`src/design/c3p_pkg.sv`:
```
// Package for the circle-from-three-points block.
// Holds widths, pipeline depths and the structs that move between the cells.
`default_nettype none
package c3p_pkg;
    localparam int COORD_BITS = 16;
    localparam int OUT_W      = 32;
    localparam int DIF_W      = COORD_BITS + 1;
    localparam int PRD_W      = 2 * DIF_W;
    localparam int DET_W      = PRD_W + 1;
    localparam int DEN_W      = DET_W + 1;
    localparam int SQS_W      = PRD_W + 1;
    localparam int NUM_W      = DIF_W + SQS_W + 3;
    localparam int Q_W        = OUT_W;
    localparam int DIV_STEPS  = Q_W;
    localparam int CMP_W      = DEN_W + Q_W;
    localparam int D_W        = OUT_W + 1;
    localparam int SQ_W       = 2 * D_W;
    localparam int N_W        = SQ_W + 1;
    localparam int RT_W       = (N_W + 1) / 2;
    localparam int S_W        = RT_W + 2;
    localparam int D3_STEP    = 4;
    localparam int D3_CELLS   = (S_W + D3_STEP - 1) / D3_STEP;
    localparam int D3_W       = D3_CELLS * D3_STEP;

    typedef logic signed [COORD_BITS-1:0] t_coord;

    typedef struct packed {
        t_coord ax;
        t_coord ay;
        t_coord bx;
        t_coord by;
        t_coord cx;
        t_coord cy;
    } t_pts;

    // Side data that rides along the divider chain.
    typedef struct packed {
        logic vld;
        logic ok;
        t_pts pts;
        logic neg_x;
        logic neg_y;
        logic ovf_x;
        logic ovf_y;
    } t_div_side;

    // Side data that rides along the square root and divide-by-three chains.
    typedef struct packed {
        logic                    vld;
        logic                    ok;
        logic signed [OUT_W-1:0] ox;
        logic signed [OUT_W-1:0] oy;
    } t_ctr_side;

    typedef struct packed {
        logic [DEN_W-1:0] rem;
        logic [DEN_W-1:0] den;
        logic [Q_W-1:0]   num_lo;
        logic [Q_W-1:0]   q;
    } t_div_lane;

    typedef struct packed {
        logic [RT_W+1:0]   rem;
        logic [RT_W-1:0]   root;
        logic [2*RT_W-1:0] n;
    } t_sq_lane;

    typedef struct packed {
        logic [1:0]      rem;
        logic [D3_W-1:0] s;
        logic [D3_W-1:0] q;
    } t_d3_lane;
endpackage
`default_nettype wire

```
`src/design/c3p_div3_cell.sv`:
```
// Division by three, a few quotient bits per cell with a two-bit remainder.
// Depends on c3p_pkg.
`default_nettype none
module c3p_div3_cell
    import c3p_pkg::*;
(
    input  wire logic     i_clk,
    input  wire logic     i_en,
    input  wire t_d3_lane i_lane,
    output t_d3_lane      o_lane
);
    logic [2:0] w_t;
    t_d3_lane   n_lane;
    t_d3_lane   r_lane;

    // Long division by three over the top bits of the dividend.
    always_comb begin
        n_lane = i_lane;
        w_t    = '0;
        for (int k = 0; k < D3_STEP; k++) begin
            w_t = {n_lane.rem, n_lane.s[D3_W-1]};
            n_lane.s = n_lane.s << 1;
            if (w_t >= 3'd3) begin
                n_lane.rem = 2'(w_t - 3'd3);
                n_lane.q   = {n_lane.q[D3_W-2:0], 1'b1};
            end else begin
                n_lane.rem = 2'(w_t);
                n_lane.q   = {n_lane.q[D3_W-2:0], 1'b0};
            end
        end
    end

    always_ff @(posedge i_clk) begin
        if (i_en) begin
            r_lane <= n_lane;
        end
    end

    assign o_lane = r_lane;
endmodule
`default_nettype wire

```
`config.mk`:
```
export PLATFORM = sky130hd
export DESIGN_NAME = c3p_div3_cell
export DESIGN_NICKNAME = d
export VERILOG_FILES = /design/src/design/c3p_pkg.sv /design/src/design/c3p_div3_cell.sv
export SDC_FILE = /design/constraint.sdc
export NUM_CORES = 1
export LEC_CHECK = 0
export ABC_AREA = 1
export BUFFER_PORTS_ARGS = -buffer_cell sky130_fd_sc_hd__buf_2
export CORE_MARGIN = 2
export CORE_UTILIZATION = 42
export CTS_CLUSTER_DIAMETER = 100
export DETAILED_ROUTE_END_ITERATION = 10
export GPL_TIMING_DRIVEN = 0
export PLACE_DENSITY = 0.88
export SLEW_MARGIN = 20
export SYNTH_ARGS = -nofsm -noshare
export SYNTH_HDL_FRONTEND = slang
export SYNTH_SLANG_ARGS = --single-unit
```
`constraint.sdc`:
```
create_clock -name i_clk -period 3.6 [get_ports i_clk]
set_input_delay 0.72 -clock i_clk [delete_from_list [all_inputs] [get_ports i_clk]]
set_output_delay 0.72 -clock i_clk [all_outputs]
set_load 0.02 [all_outputs]
```
==> results.ini <==
[run_status]
status=completed

[die]
rows=27
start_util=0.443
die_w_um=80.6
dieArea_um2=6500
core_um2=5570
die_y_um=80.6
ios=150

[timing]
fin_setup_tns_ns=0
setup-violations-final=0
maxSlewViolCount=0
slew_headroom=0.450
rsz0062_at_grt=false
tightest_slew_ns=0.825
hold_viol=0
fin_crit_sh=0.845
setup_ws_ns=0.557
min_period_ns=3.04
max_freq_mhz=329

[clocking]
cts.clk_slew.worst_paths_ns=0.07
clockRootBuffer=clkbuf_8
cts_buffers=9
cts_hold_buf=0
htree_levels=3
postCtsSetupRepairBufs=0
cts_num_sinks=70
ctsResizeCount=0
cts.path.max_buffers=2
cts_tree=built

[final_layout]
final_cell_mix=140 x buf_2, 70 x edfxtp_1, 14 x inv_1
final_common_cell=buf_2
antenna_cells=0
post-route-util=0.620
fillers=421
fin_nets=365
drive_gt1_frac=0.606
area.growth.synth_to_final_pct=40.1
largest_register_ffs=70

[yosys]
synth_cells=130
yosys_warnings=0
synth_fa_ha_area_frac=0.0203
synthMuxAreaShare=0
synth_top_family_by_area=simple AND/OR/NAND/NOR gates
syn_area_um2=2470
avgSynthCellArea_um2=19.0
synth_compound_area_frac=0.00963
yosysSeqAreaShare=0.852
yosysTopAreaCellShare=0.852
yosys.area_share.simple=0.0816
synth.area.top_cells=edfxtp_1 85%, nand2_2 2.5%, inv_1 2.1%, ha_1 2.0%, nand2_1 1.5%
synth.distinct_cells=17
synth-xor-area-share=0
synth_top_area_cell=edfxtp_1
ys_seq_elements=70

[routing]
wl_mm=5.83
ant_nets=0
wl_per_cell_um=16.1
drt-pass1-iter-count=4
vias=1609
drt_iter0_drc=109
drc=0
viasPerCell=4.46

[power_and_ir_drop]
sw_frac_of_total=0.252
p_clk_frac=0.307
peakVddDrop_v=0.000277
power_density_nw_per_um2=538
leakage_nw=1.57
comb_power_share=0.159
p_switching_uw=470
p_int_mw=1.39
power_frac_seq=0.535

[worst_setup_path]
crit_required_ns=3.69
critPathKind=in2reg
startpoint_type=primary input
arrival_ns=3.13
end_kind=flop
crit_fanout=4

[grt]
grt_max_degree=71
antenna_found_initial=1
grt_overflow=0
grt_pass1_vias=1601
grt_pass1_wl_mm=8.13
grt_use_total=0.180

[hold_path]
hold_path.class=in2reg

[run]
maxCapViolations=0

[placement]
gp_congestion=0.736
pre_cts_ws_ns=0.207
dp_hpwl_mm=4.51
io_buffer_count=141

==> power by group through the flow <==
stage	clock network [mW]	logic, mW	registers [mW]
after CTS	0.590	0.300	0.996
final	0.570	0.295	0.995
after floorplan	0	0.0700	1.11
after global routing	0.625	0.320	1.00
after detailed placement	0	0.299	1.01
after global placement	0	0.287	1.01
==> worst max-delay path, stage by stage <==
cell and delay, ns:
buf_2 0.12, ha_1 0.23, o21ai_0 0.16, nand2_1 0.12
ha_1 0.19, inv_1 0.08, nand2_2 0.10, o21ai_1 0.24
nand2_2 0.10, ha_1 0.21, inv_1 0.09, nand3_2 0.09
nand2_2 0.10, inv_1 0.05, ha_1 0.18, inv_1 0.10
nand3_1 0.10, and2_1 0.16
==> metal layers <==
layer,wire length (µm),global-route usage
met1,1900,0.171
met3,652,0.0809
met5,13,0
met2,3170,0.330
met4,85,0.0814
==> final cells by class <==
class	count	area [µm²]	share of cell area
Sequential cell	70	2100	0.608
Timing Repair Buffer	141	708	0.205
Multi-Input combinational cell	44	290	0.0840
Clock buffer	10	128	0.0369
Tap cell	72	90.1	0.0261
Inverter	15	56.3	0.0163
Clock inverter	5	51.3	0.0148
Buffer	4	30.0	0.00869
==> cell usage after synthesis <==
library cell  instances
a21oi_2               1
nand3_1               3
inv_1                14
nor2_8                1
conb_1                1
and2_1                1
buf_4                 4
o21ai_1               2
nand2_1              10
edfxtp_1             70
ha_1                  4
inv_2                 1
nand4_1               3
nor2_4                1
o21ai_0               1
nand2_2              10
nand3_2               3
==> logic make-up after synthesis <==
family,after synthesis
flip-flops,70
other,1
AND/OR/NAND/NOR,32
buffers and inverters,19
AO/OA/AOI/OAI,4
adder cells (fa/ha/maj),4
==> final timing paths <==
kind | end | from | depth (start not counted) | slack [ns]
hold / removal | o_lane[23] | i_lane[19] | 1 | 0.56
setup / recovery | o_lane[0] | i_lane[71] | 18 | 0.56
==> stage by stage <==
stage / instance area, µm² / cells / total power, mW / hold slack (ns)
after global routing: 3460 / 361 / 1.95 / 0.539
final: 3460 / 361 / 1.86 / 0.562
after floorplan: 2480 / 133 / 1.18 / 0.819
after global placement: 3270 / 346 / 1.30 / 0.897
after CTS: 3460 / 361 / 1.88 / 0.541
after detailed placement: 3280 / 346 / 1.31 / 0.899
No activity file was read; power rests on OpenSTA's default activity.
