==> config.mk <==
export PLATFORM = sky130hd
export DESIGN_NAME = c3p_div_cell
export DESIGN_NICKNAME = d
export VERILOG_FILES = /design/src/design/c3p_pkg.sv /design/src/design/c3p_div_cell.sv
export SDC_FILE = /design/constraint.sdc
export NUM_CORES = 1
export LEC_CHECK = 0
export ABC_AREA = 1
export BUFFER_PORTS_ARGS = -buffer_cell sky130_fd_sc_hd__buf_2
export CAP_MARGIN = 25
export CORE_ASPECT_RATIO = 0.5
export CORE_MARGIN = 1.5
export CORE_UTILIZATION = 35
export DETAILED_ROUTE_END_ITERATION = 7
export HOLD_SLACK_MARGIN = 0.03
export MAX_ROUTING_LAYER = met4
export PLACE_DENSITY_LB_ADDON = 0.2
export REMOVE_ABC_BUFFERS = 1
export SYNTH_ARGS = -nofsm -noshare
export SYNTH_HDL_FRONTEND = slang
export SYNTH_SLANG_ARGS = --single-unit
==> constraint.sdc <==
create_clock -name i_clk -period 2.3 [get_ports i_clk]
set_input_delay 0.345 -clock i_clk [delete_from_list [all_inputs] [get_ports i_clk]]
set_output_delay 0.345 -clock i_clk [all_outputs]
set_load 0.01 [all_outputs]
==> src/design/c3p_pkg.sv <==
// Package for the circle-from-three-points block.
// Holds widths, pipeline depths and the structs that move between the cells.
`default_nettype none
package c3p_pkg;
    localparam int COORD_BITS = 16;
    localparam int OUT_W      = 32;
    localparam int DIF_W      = COORD_BITS + 1;
    localparam int PRD_W      = 2 * DIF_W;
    localparam int DET_W      = PRD_W + 1;
    localparam int DEN_W      = DET_W + 1;
    localparam int SQS_W      = PRD_W + 1;
    localparam int NUM_W      = DIF_W + SQS_W + 3;
    localparam int Q_W        = OUT_W;
    localparam int DIV_STEPS  = Q_W;
    localparam int CMP_W      = DEN_W + Q_W;
    localparam int D_W        = OUT_W + 1;
    localparam int SQ_W       = 2 * D_W;
    localparam int N_W        = SQ_W + 1;
    localparam int RT_W       = (N_W + 1) / 2;
    localparam int S_W        = RT_W + 2;
    localparam int D3_STEP    = 4;
    localparam int D3_CELLS   = (S_W + D3_STEP - 1) / D3_STEP;
    localparam int D3_W       = D3_CELLS * D3_STEP;

    typedef logic signed [COORD_BITS-1:0] t_coord;

    typedef struct packed {
        t_coord ax;
        t_coord ay;
        t_coord bx;
        t_coord by;
        t_coord cx;
        t_coord cy;
    } t_pts;

    // Side data that rides along the divider chain.
    typedef struct packed {
        logic vld;
        logic ok;
        t_pts pts;
        logic neg_x;
        logic neg_y;
        logic ovf_x;
        logic ovf_y;
    } t_div_side;

    // Side data that rides along the square root and divide-by-three chains.
    typedef struct packed {
        logic                    vld;
        logic                    ok;
        logic signed [OUT_W-1:0] ox;
        logic signed [OUT_W-1:0] oy;
    } t_ctr_side;

    typedef struct packed {
        logic [DEN_W-1:0] rem;
        logic [DEN_W-1:0] den;
        logic [Q_W-1:0]   num_lo;
        logic [Q_W-1:0]   q;
    } t_div_lane;

    typedef struct packed {
        logic [RT_W+1:0]   rem;
        logic [RT_W-1:0]   root;
        logic [2*RT_W-1:0] n;
    } t_sq_lane;

    typedef struct packed {
        logic [1:0]      rem;
        logic [D3_W-1:0] s;
        logic [D3_W-1:0] q;
    } t_d3_lane;
endpackage
`default_nettype wire

==> src/design/c3p_div_cell.sv <==
// One restoring division step: one quotient bit per cell.
// Depends on c3p_pkg.
`default_nettype none
module c3p_div_cell
    import c3p_pkg::*;
(
    input  wire logic      i_clk,
    input  wire logic      i_en,
    input  wire t_div_lane i_lane,
    output t_div_lane      o_lane
);
    logic [DEN_W:0] w_trial;
    logic           w_take;
    t_div_lane      n_lane;
    t_div_lane      r_lane;

    // Shift in the next numerator bit and subtract the divisor if it fits.
    always_comb begin
        w_trial = {i_lane.rem, i_lane.num_lo[Q_W-1]};
        w_take  = w_trial >= {1'b0, i_lane.den};
        n_lane.den    = i_lane.den;
        n_lane.num_lo = i_lane.num_lo << 1;
        n_lane.q      = {i_lane.q[Q_W-2:0], w_take};
        n_lane.rem    = w_take ? DEN_W'(w_trial - {1'b0, i_lane.den}) : DEN_W'(w_trial);
    end

    always_ff @(posedge i_clk) begin
        if (i_en) begin
            r_lane <= n_lane;
        end
    end

    assign o_lane = r_lane;
endmodule
`default_nettype wire

==> out/metrics.yaml <==
status:
  status: "finished, final reports clean"
sta:
  setup_viol: 0
  fmax_mhz: 468
  hold_viol_final: 0
  post-route-period-util_pct: 93.0
  maxSlewViolCount: 0
  min_period_ps: 2140
  whs_ps: 74.7
  grt_setup_unrepaired: "no"
  fin_ws_ps: 161
  relSlewSlack_pct: 59.0
  worst_slew_pin_slew_ps: 608
detailed_routing:
  drt_iter0_markers: 452
  drc_errors: 0
  num_vias: 6914
  ant_nets: 0
  vias_per_cell: 4.57
  dr.pass1.iters: 5
  wirelength_mm: 23.2
  wl_per_cell_um: 15.4
critical_path:
  cp.arrival_ps: 2330
  worstSetupStartpointType: "input pin"
  critPathMaxFanout: 4
  path_class: "in -> reg"
  cp.required_ps: 2490
  cp-end-kind: "flop"
clock_network:
  cts_made_buffers: 17
  clk_pin_slew_worst_paths_ps: 60
  clock-sinks: 135
  cts-hold-fix-buffers: 0
  clockBufferDepth: 2
  cts-resized-gates: 0
  htreeDepth: 4
  postCtsSetupRepairBufs: 0
  clockRootBuffer: "clkbuf_16"
  tritoncts: "done"
die:
  ios: 274
  die_h_um: 107
  die_area_um2: 22400
  dieWidth_um: 210
  start_util_pct: 36.1
  rows: 37
  core_um2: 20800
pwr:
  p_sw_mw: 2.16
  comb_power_share_pct: 23.1
  p_clk_share_pct: 36.2
  p_leak_nw: 5.40
  pwr-share-seq_pct: 40.8
  p_int_mw: 5.36
  p_per_area_nw_per_um2: 709
  swShare_pct: 28.8
  irDropWorstVdd_v: 0.000452
placement:
  dp_slack_ps: -240
  routabilityCongestion: 0.905
  portBuffers: 271
  place_hpwl_mm: 19.1
hold_path:
  holdPathEnd: "o_lane[54]$_DFFE_PP_"
  min_from: "i_lane[53]"
  hold_class: "in -> reg"
  worstHoldPathCells: 1
yosys:
  ys_seq_elements: 135
  postSynthCellCount: 835
  yosys_warnings: 0
  synth.avg_cell_area_um2: 8.99
  syn-cell-area_um2: 7510
  ys_seq_area_share_pct: 54.0
  ys.flop_type: "edfxtp_1"
  synth_edf_count: 135
  ys_async_sr_fraction_pct: 0
  synth.distinct_cells: 34
finish:
  largest_register_ffs: 135
  final_common_cell: "buf_2"
  finalNetCount: 1398
  drive_above_1_share_pct: 36.2
  fillCellCount: 1967
  areaGrowthSynthToFinish_pct: 41.2
  mostFrequentLayoutCells: "buf_2 (270), nand2_1 (260), inv_1 (136)"
grt:
  use_met1_pct: 31.7
  grt_max_degree: 46
  grt.met2_usage_pct: 30.3
  grt.busiest_layer: "met1"
  grt_use_total_pct: 21.9
  grt_util_met3_pct: 5.71
  antenna_found_initial: 4
  overflow: 0
  grt_pass1_vias: 6664
  grt_pass1_wl_mm: 35.7
job:
  maxCapViolations: 0
-- synthesized netlist by cell type, types with 2 or more instances --
cell      instances  area, um^2
buf_2             4        20.0
nor2_4            2        22.5
nand2_2          17         106
inv_2             4        15.0
xor2_1           17         149
nand2_1         260         976
nand3_1          81         405
ha_1             36         450
o21ai_0           6        30.0
buf_6             4        45.0
nand3b_1          9        67.6
nor3_1            7        35.0
nand4_1           5        31.3
edfxtp_1        135        4050
o21bai_1          7        52.6
nor2_2            8        50.1
a21oi_1          26         130
inv_1           136         510
nor2_1           54         203
nor4_1            2        12.5
nand3_2           2        20.0
-- routing by layer --
layer | up-vias | wire (um)
met5 | - | 0
met4 | 0 | 150
met3 | 11 | 1300
met2 | 182 | 9540
met1 | 3225 | 12200
li1 | 3496 | -
-- layout make-up --
type	instances	area [um^2]	area share [%]
clock inverters	13	148	1.39
flip-flops and latches	135	4050	38.2
repair buffers	380	2260	21.3
clock buffers	19	433	4.08
multi-input cells	549	2840	26.8
inverters	140	526	4.96
diodes	4	10.0	0.0944
well taps	273	342	3.22
-- per-stage QoR --
stage / std cells / total power [mW] / setup TNS, ps / area, um^2 / utilization (%)
floorplan: 824 / 3.95 / -4500 / 7420 / -
global route: 1513 / 7.91 / 0 / 10600 / 51.0
CTS: 1509 / 7.62 / 0 / 10600 / 51.0
global placement: 1477 / 4.83 / -4950 / 10000 / 48.2
finish: 1513 / 7.52 / 0 / 10600 / 51.0
detailed placement: 1477 / 4.85 / -5720 / 10000 / 48.2
-- power by group through the flow --
stage               logic, mW  clock network (mW)  registers [mW]
CTS                      1.74                2.81            3.07
global placement         1.72                   0            3.11
detailed placement       1.74                   0            3.11
finish                   1.73                2.72            3.06
global route             1.93                2.89            3.09
floorplan               0.698                   0            3.25
-- worst max-delay path, cell delays in order --
cell and delay, ps:
buf_2 80, inv_1 40, ha_1 220, fa_1 400, inv_1 100, nand2_1 50
nand3_1 150, nand2_1 80, nand2_1 90, nand2_1 60, nand2_1 240, buf_4 160
nand2_1 50, nand2_1 70, nand2_1 50, nand3_1 80, nand2_1 50
-- cells by family (layout without fill, tap and decap cells) --
kind of cell / after synthesis / after routing / share of synthesized area, %
fa+ha+maj: 37 / 37 / 6.27
compound gates: 42 / 42 / 3.15
buf+inv: 151 / 552 / 8.22
xor+xnor: 18 / 18 / 2.10
flops: 135 / 135 / 54.0
other cells: 1 / 5 / 0.0499
simple gates: 451 / 451 / 26.2
-- worst max-delay path by stage --
stage / from / to / slack, ps / cells past startpoint
floorplan: i_lane[75] / o_lane[133]$_DFFE_PP_ / -190 / 12
global placement: i_lane[63] / o_lane[122]$_DFFE_PP_ / -190 / 17
detailed placement: i_lane[63] / o_lane[122]$_DFFE_PP_ / -240 / 17
CTS: i_lane[63] / o_lane[122]$_DFFE_PP_ / 220 / 17
global route: i_lane[63] / o_lane[122]$_DFFE_PP_ / 0.8 / 17
finish: i_lane[63] / o_lane[122]$_DFFE_PP_ / 160 / 17
(Power assumes the default switching activity.)
