**src/design/c3p_pkg.sv**
```systemverilog
// Package for the circle-from-three-points block.
// Holds widths, pipeline depths and the structs that move between the cells.
`default_nettype none
package c3p_pkg;
    localparam int COORD_BITS = 16;
    localparam int OUT_W      = 32;
    localparam int DIF_W      = COORD_BITS + 1;
    localparam int PRD_W      = 2 * DIF_W;
    localparam int DET_W      = PRD_W + 1;
    localparam int DEN_W      = DET_W + 1;
    localparam int SQS_W      = PRD_W + 1;
    localparam int NUM_W      = DIF_W + SQS_W + 3;
    localparam int Q_W        = OUT_W;
    localparam int DIV_STEPS  = Q_W;
    localparam int CMP_W      = DEN_W + Q_W;
    localparam int D_W        = OUT_W + 1;
    localparam int SQ_W       = 2 * D_W;
    localparam int N_W        = SQ_W + 1;
    localparam int RT_W       = (N_W + 1) / 2;
    localparam int S_W        = RT_W + 2;
    localparam int D3_STEP    = 4;
    localparam int D3_CELLS   = (S_W + D3_STEP - 1) / D3_STEP;
    localparam int D3_W       = D3_CELLS * D3_STEP;

    typedef logic signed [COORD_BITS-1:0] t_coord;

    typedef struct packed {
        t_coord ax;
        t_coord ay;
        t_coord bx;
        t_coord by;
        t_coord cx;
        t_coord cy;
    } t_pts;

    // Side data that rides along the divider chain.
    typedef struct packed {
        logic vld;
        logic ok;
        t_pts pts;
        logic neg_x;
        logic neg_y;
        logic ovf_x;
        logic ovf_y;
    } t_div_side;

    // Side data that rides along the square root and divide-by-three chains.
    typedef struct packed {
        logic                    vld;
        logic                    ok;
        logic signed [OUT_W-1:0] ox;
        logic signed [OUT_W-1:0] oy;
    } t_ctr_side;

    typedef struct packed {
        logic [DEN_W-1:0] rem;
        logic [DEN_W-1:0] den;
        logic [Q_W-1:0]   num_lo;
        logic [Q_W-1:0]   q;
    } t_div_lane;

    typedef struct packed {
        logic [RT_W+1:0]   rem;
        logic [RT_W-1:0]   root;
        logic [2*RT_W-1:0] n;
    } t_sq_lane;

    typedef struct packed {
        logic [1:0]      rem;
        logic [D3_W-1:0] s;
        logic [D3_W-1:0] q;
    } t_d3_lane;
endpackage
`default_nettype wire

```
**src/design/c3p_sqrt_cell.sv**
```systemverilog
// One digit-by-digit integer square root step: one root bit per cell.
// Depends on c3p_pkg.
`default_nettype none
module c3p_sqrt_cell
    import c3p_pkg::*;
(
    input  wire logic     i_clk,
    input  wire logic     i_en,
    input  wire t_sq_lane i_lane,
    output t_sq_lane      o_lane
);
    logic [RT_W+3:0] w_part;
    logic [RT_W+3:0] w_trial;
    logic            w_take;
    t_sq_lane        n_lane;
    t_sq_lane        r_lane;

    // Bring down the next bit pair and test root*4+1 against the remainder.
    always_comb begin
        w_part  = {i_lane.rem, i_lane.n[2*RT_W-1 -: 2]};
        w_trial = {2'b00, i_lane.root, 2'b01};
        w_take  = w_part >= w_trial;
        n_lane.n    = i_lane.n << 2;
        n_lane.root = {i_lane.root[RT_W-2:0], w_take};
        n_lane.rem  = w_take ? (RT_W+2)'(w_part - w_trial) : (RT_W+2)'(w_part);
    end

    always_ff @(posedge i_clk) begin
        if (i_en) begin
            r_lane <= n_lane;
        end
    end

    assign o_lane = r_lane;
endmodule
`default_nettype wire

```
**config.mk**
```make
export PLATFORM = sky130hd
export DESIGN_NAME = c3p_sqrt_cell
export DESIGN_NICKNAME = d
export VERILOG_FILES = /design/src/design/c3p_pkg.sv /design/src/design/c3p_sqrt_cell.sv
export SDC_FILE = /design/constraint.sdc
export NUM_CORES = 1
export LEC_CHECK = 0
export ABC_AREA = 1
export BUFFER_PORTS_ARGS = -buffer_cell sky130_fd_sc_hd__buf_2
export CAP_MARGIN = 0
export CORE_MARGIN = 2
export CORE_UTILIZATION = 40
export CTS_CLUSTER_DIAMETER = 100
export DETAILED_ROUTE_END_ITERATION = 8
export GPL_ROUTABILITY_DRIVEN = 0
export PLACE_DENSITY = 0.73
export SETUP_SLACK_MARGIN = 0.5
export SLEW_MARGIN = 10
export SYNTH_ARGS = -nofsm -noshare
export SYNTH_HDL_FRONTEND = slang
export SYNTH_SLANG_ARGS = --single-unit
export TNS_END_PERCENT = 20
```
**constraint.sdc**
```tcl
create_clock -name i_clk -period 2 [get_ports i_clk]
set_input_delay 0.1 -clock i_clk [delete_from_list [all_inputs] [get_ports i_clk]]
set_output_delay 0.1 -clock i_clk [all_outputs]
set_load 0.01 [all_outputs]
```
==> flow_summary.json <==
{
  "via_per_inst": 4.80,
  "num_vias": 7443,
  "power_density_mw_per_mm2": 737,
  "final_cell_mix": "260 x buf_2, 201 x nand2_1, 136 x edfxtp_1",
  "fill_cells": 1521,
  "arrival_ns": 1.69,
  "tritoncts": "built",
  "die_h_um": 144,
  "grt_pass1_vias": 7222,
  "overflow": 0,
  "fin_setup_tns_ns": 0,
  "drive_gt1_frac": 0.462,
  "synth.top_cell.area_share": 0.524,
  "ys.warnings.count": 0,
  "period_minus_slack_ns": 1.52,
  "hold_start": "i_lane[104]",
  "core_area_mm2": 0.0193,
  "crit_slowest_cell": "ha_4",
  "syn_area_per_cell_um2": 9.37,
  "ys_types": 33,
  "ys_ff_latch": 136,
  "synth_area_mm2": 0.00779,
  "ant_nets": 0,
  "highest_layer": "met4",
  "synth_seq_area_share": 0.524,
  "slowest_delay_ns": 0.27,
  "cp-end-kind": "register",
  "holdPathStages": 3,
  "hold_path.class": "in -> reg",
  "crit_required_ns": 2.17,
  "met2_length_um": 12600,
  "grt_first_pass_wirelength_um": 37700,
  "wl_per_cell_um": 17.0,
  "total_power_mw": 9.31,
  "numCtsBuffers": 17,
  "antenna_found_initial": 1,
  "final_common_cell": "buf_2",
  "clk_pin_slew_ns": 0.07,
  "dr.pass1.iters": 5,
  "met1_length_um": 10600,
  "grt_use_total": 0.240,
  "routed_wl_um": 26500,
  "critical_path.cell_chain": "buf_2 > ha_4 > nand2_4 > inv_1 > nand2_1 > nand2_1 > nand2_2 > nand2_2 > a21oi_4 > nand4_4 > buf_12 > buf_12 > nand2_2 > nand2_1",
  "yosysTopAreaCell": "edfxtp_1",
  "drc": 0,
  "vdd_drop_max_mv": 0.593,
  "start_kind": "input port",
  "drv_slew": 0,
  "holdPathEnd": "o_lane[106]",
  "fmax_mhz": 658,
  "leakage_nw": 5.81,
  "fp-row-count": 51,
  "worstMarginPinSlew_ns": 0.546,
  "final_nets": 1450,
  "clkSinkCount": 136,
  "dr_wl_met3_um": 2030,
  "async_flop_share": 0,
  "synth_edf_count": 136,
  "rsz0062_at_grt": "true",
  "largest_reg_flops": 136,
  "ys_top_cells_by_area": "edfxtp_1 52%, nand2_1 12%, inv_1 6.2%, ha_1 5.8%, nand3_2 4.0%",
  "cap_viol_max_count": 0,
  "critical_path_class": "in -> reg",
  "htreeDepth": 4,
  "setup-violations-final": 0,
  "drt-initial-drc-count": 451,
  "worst-path-buf-inv": 4,
  "grt_max_degree": 54,
  "crit_family": "simple AND/OR/NAND/NOR gates",
  "cts_root_buf": "clkbuf_16",
  "port_buffers": 275,
  "initial_core_util": 0.404,
  "synthFlopType": "edfxtp_1",
  "synthToLayoutAreaGrowth_pct": 62.3,
  "worstPathMaxFanout": 7,
  "relSlewSlack": 0.636,
  "hold_viol_final": 0,
  "clk_path_buf_depth": 2,
  "min_period_over_period": 0.760,
  "die-area_mm2": 0.0206,
  "cp-startpoint": "i_lane[133]",
  "netlist_instances": 831,
  "floorplan.die.width_um": 144,
  "ios": 278,
  "hpwl_um": 17800,
  "outcome": "finished clean"
}
where the power goes:
| part | switching, mW | internal (mW) |
|---|---|---|
| registers | 0.0813 | 3.48 |
| clock network | 1.33 | 1.99 |
| logic | 1.33 | 1.10 |
cell usage after synthesis (2+ instances only):
master    count
a21oi_1      25
and2_1        3
buf_12        4
buf_2         2
buf_4         2
buf_6         5
clkinv_1      2
edfxtp_1    136
ha_1         36
inv_1       129
inv_2         2
nand2_1     248
nand2_2      35
nand3_1      48
nand3_2      31
nand3b_1      9
nand4_1       6
nor2_1       47
nor2_2       10
nor2_4        4
nor3_1        7
o21ai_0       5
o21bai_1      9
xor2_1       17
timing repair:
| item | 4_1_cts | 5_1_grt |
|---|---|---|
| hold buffers | 101 | 4 |
| endpoints found under the hold margin | 101 | 4 |
| gates resized for setup | 1 | 121 |
| pin swaps | 0 | 40 |
| cloned | 0 | 7 |
| endpoints found under the setup margin | 2 | 36 |
| setup buffers | 0 | 24 |
cell type report:
type                            instances  area (um2)  share of cell area
Antenna cell                            1        2.50            0.000198
Clock buffer                           17         425              0.0337
Clock inverter                         14         189              0.0149
Inverter                              133         534              0.0423
Multi-Input combinational cell        549        3890               0.307
Sequential cell                       136        4080               0.323
Tap cell                              265         332              0.0262
Timing Repair Buffer                  437        3190               0.252
per-stage QoR:
| step | cell area, um2 | cells | hold WS, ns | utilization | setup slack (ns) |
|---|---|---|---|---|---|
| 4_1_cts | 11800 | 1516 | 0.000726 | 0.613 | 0.502 |
| 3_5_place_dp | 10200 | 1384 | 0.278 | 0.528 | 0.0298 |
| 3_3_place_gp | 10200 | 1384 | 0.277 | 0.528 | 0.0749 |
| 6_report | 12600 | 1552 | 0.0193 | 0.656 | 0.480 |
| 5_1_grt | 12600 | 1552 | 0.0250 | 0.656 | 0.421 |
| 2_1_floorplan | 8380 | 832 | 0.199 | - | 0.382 |
worst max-delay path by stage:
stage,to,slack (ns),cells after the start
2_1_floorplan,o_lane[123],0.38,15
3_3_place_gp,o_lane[133],0.07,14
3_5_place_dp,o_lane[131],0.03,14
4_1_cts,o_lane[137],0.50,14
5_1_grt,o_lane[129],0.42,14
6_report,o_lane[111],0.48,14
worst min-delay path: cells and delay by family:
family                 cells  cell delay, ns
and+or+nand+nor            2            0.12
buffers and inverters      1            0.12
per-layer routing:
| metal | vias up | global-route usage |
|---|---|---|
| met3 | 75 | 0.0553 |
| met1 | 3413 | 0.286 |
| li1 | 3603 | - |
| met5 | - | 0 |
| met2 | 352 | 0.405 |
| met4 | 0 | 0.124 |
kinds of logic after synthesis:
group,share of synthesized area
flops,0.524
simple gates,0.280
fa+ha+maj,0.0578
other cells,0.000481
xor+xnor,0.0202
buf+inv,0.0867
compound gates,0.0300
Power figures use the tool's default switching activity.
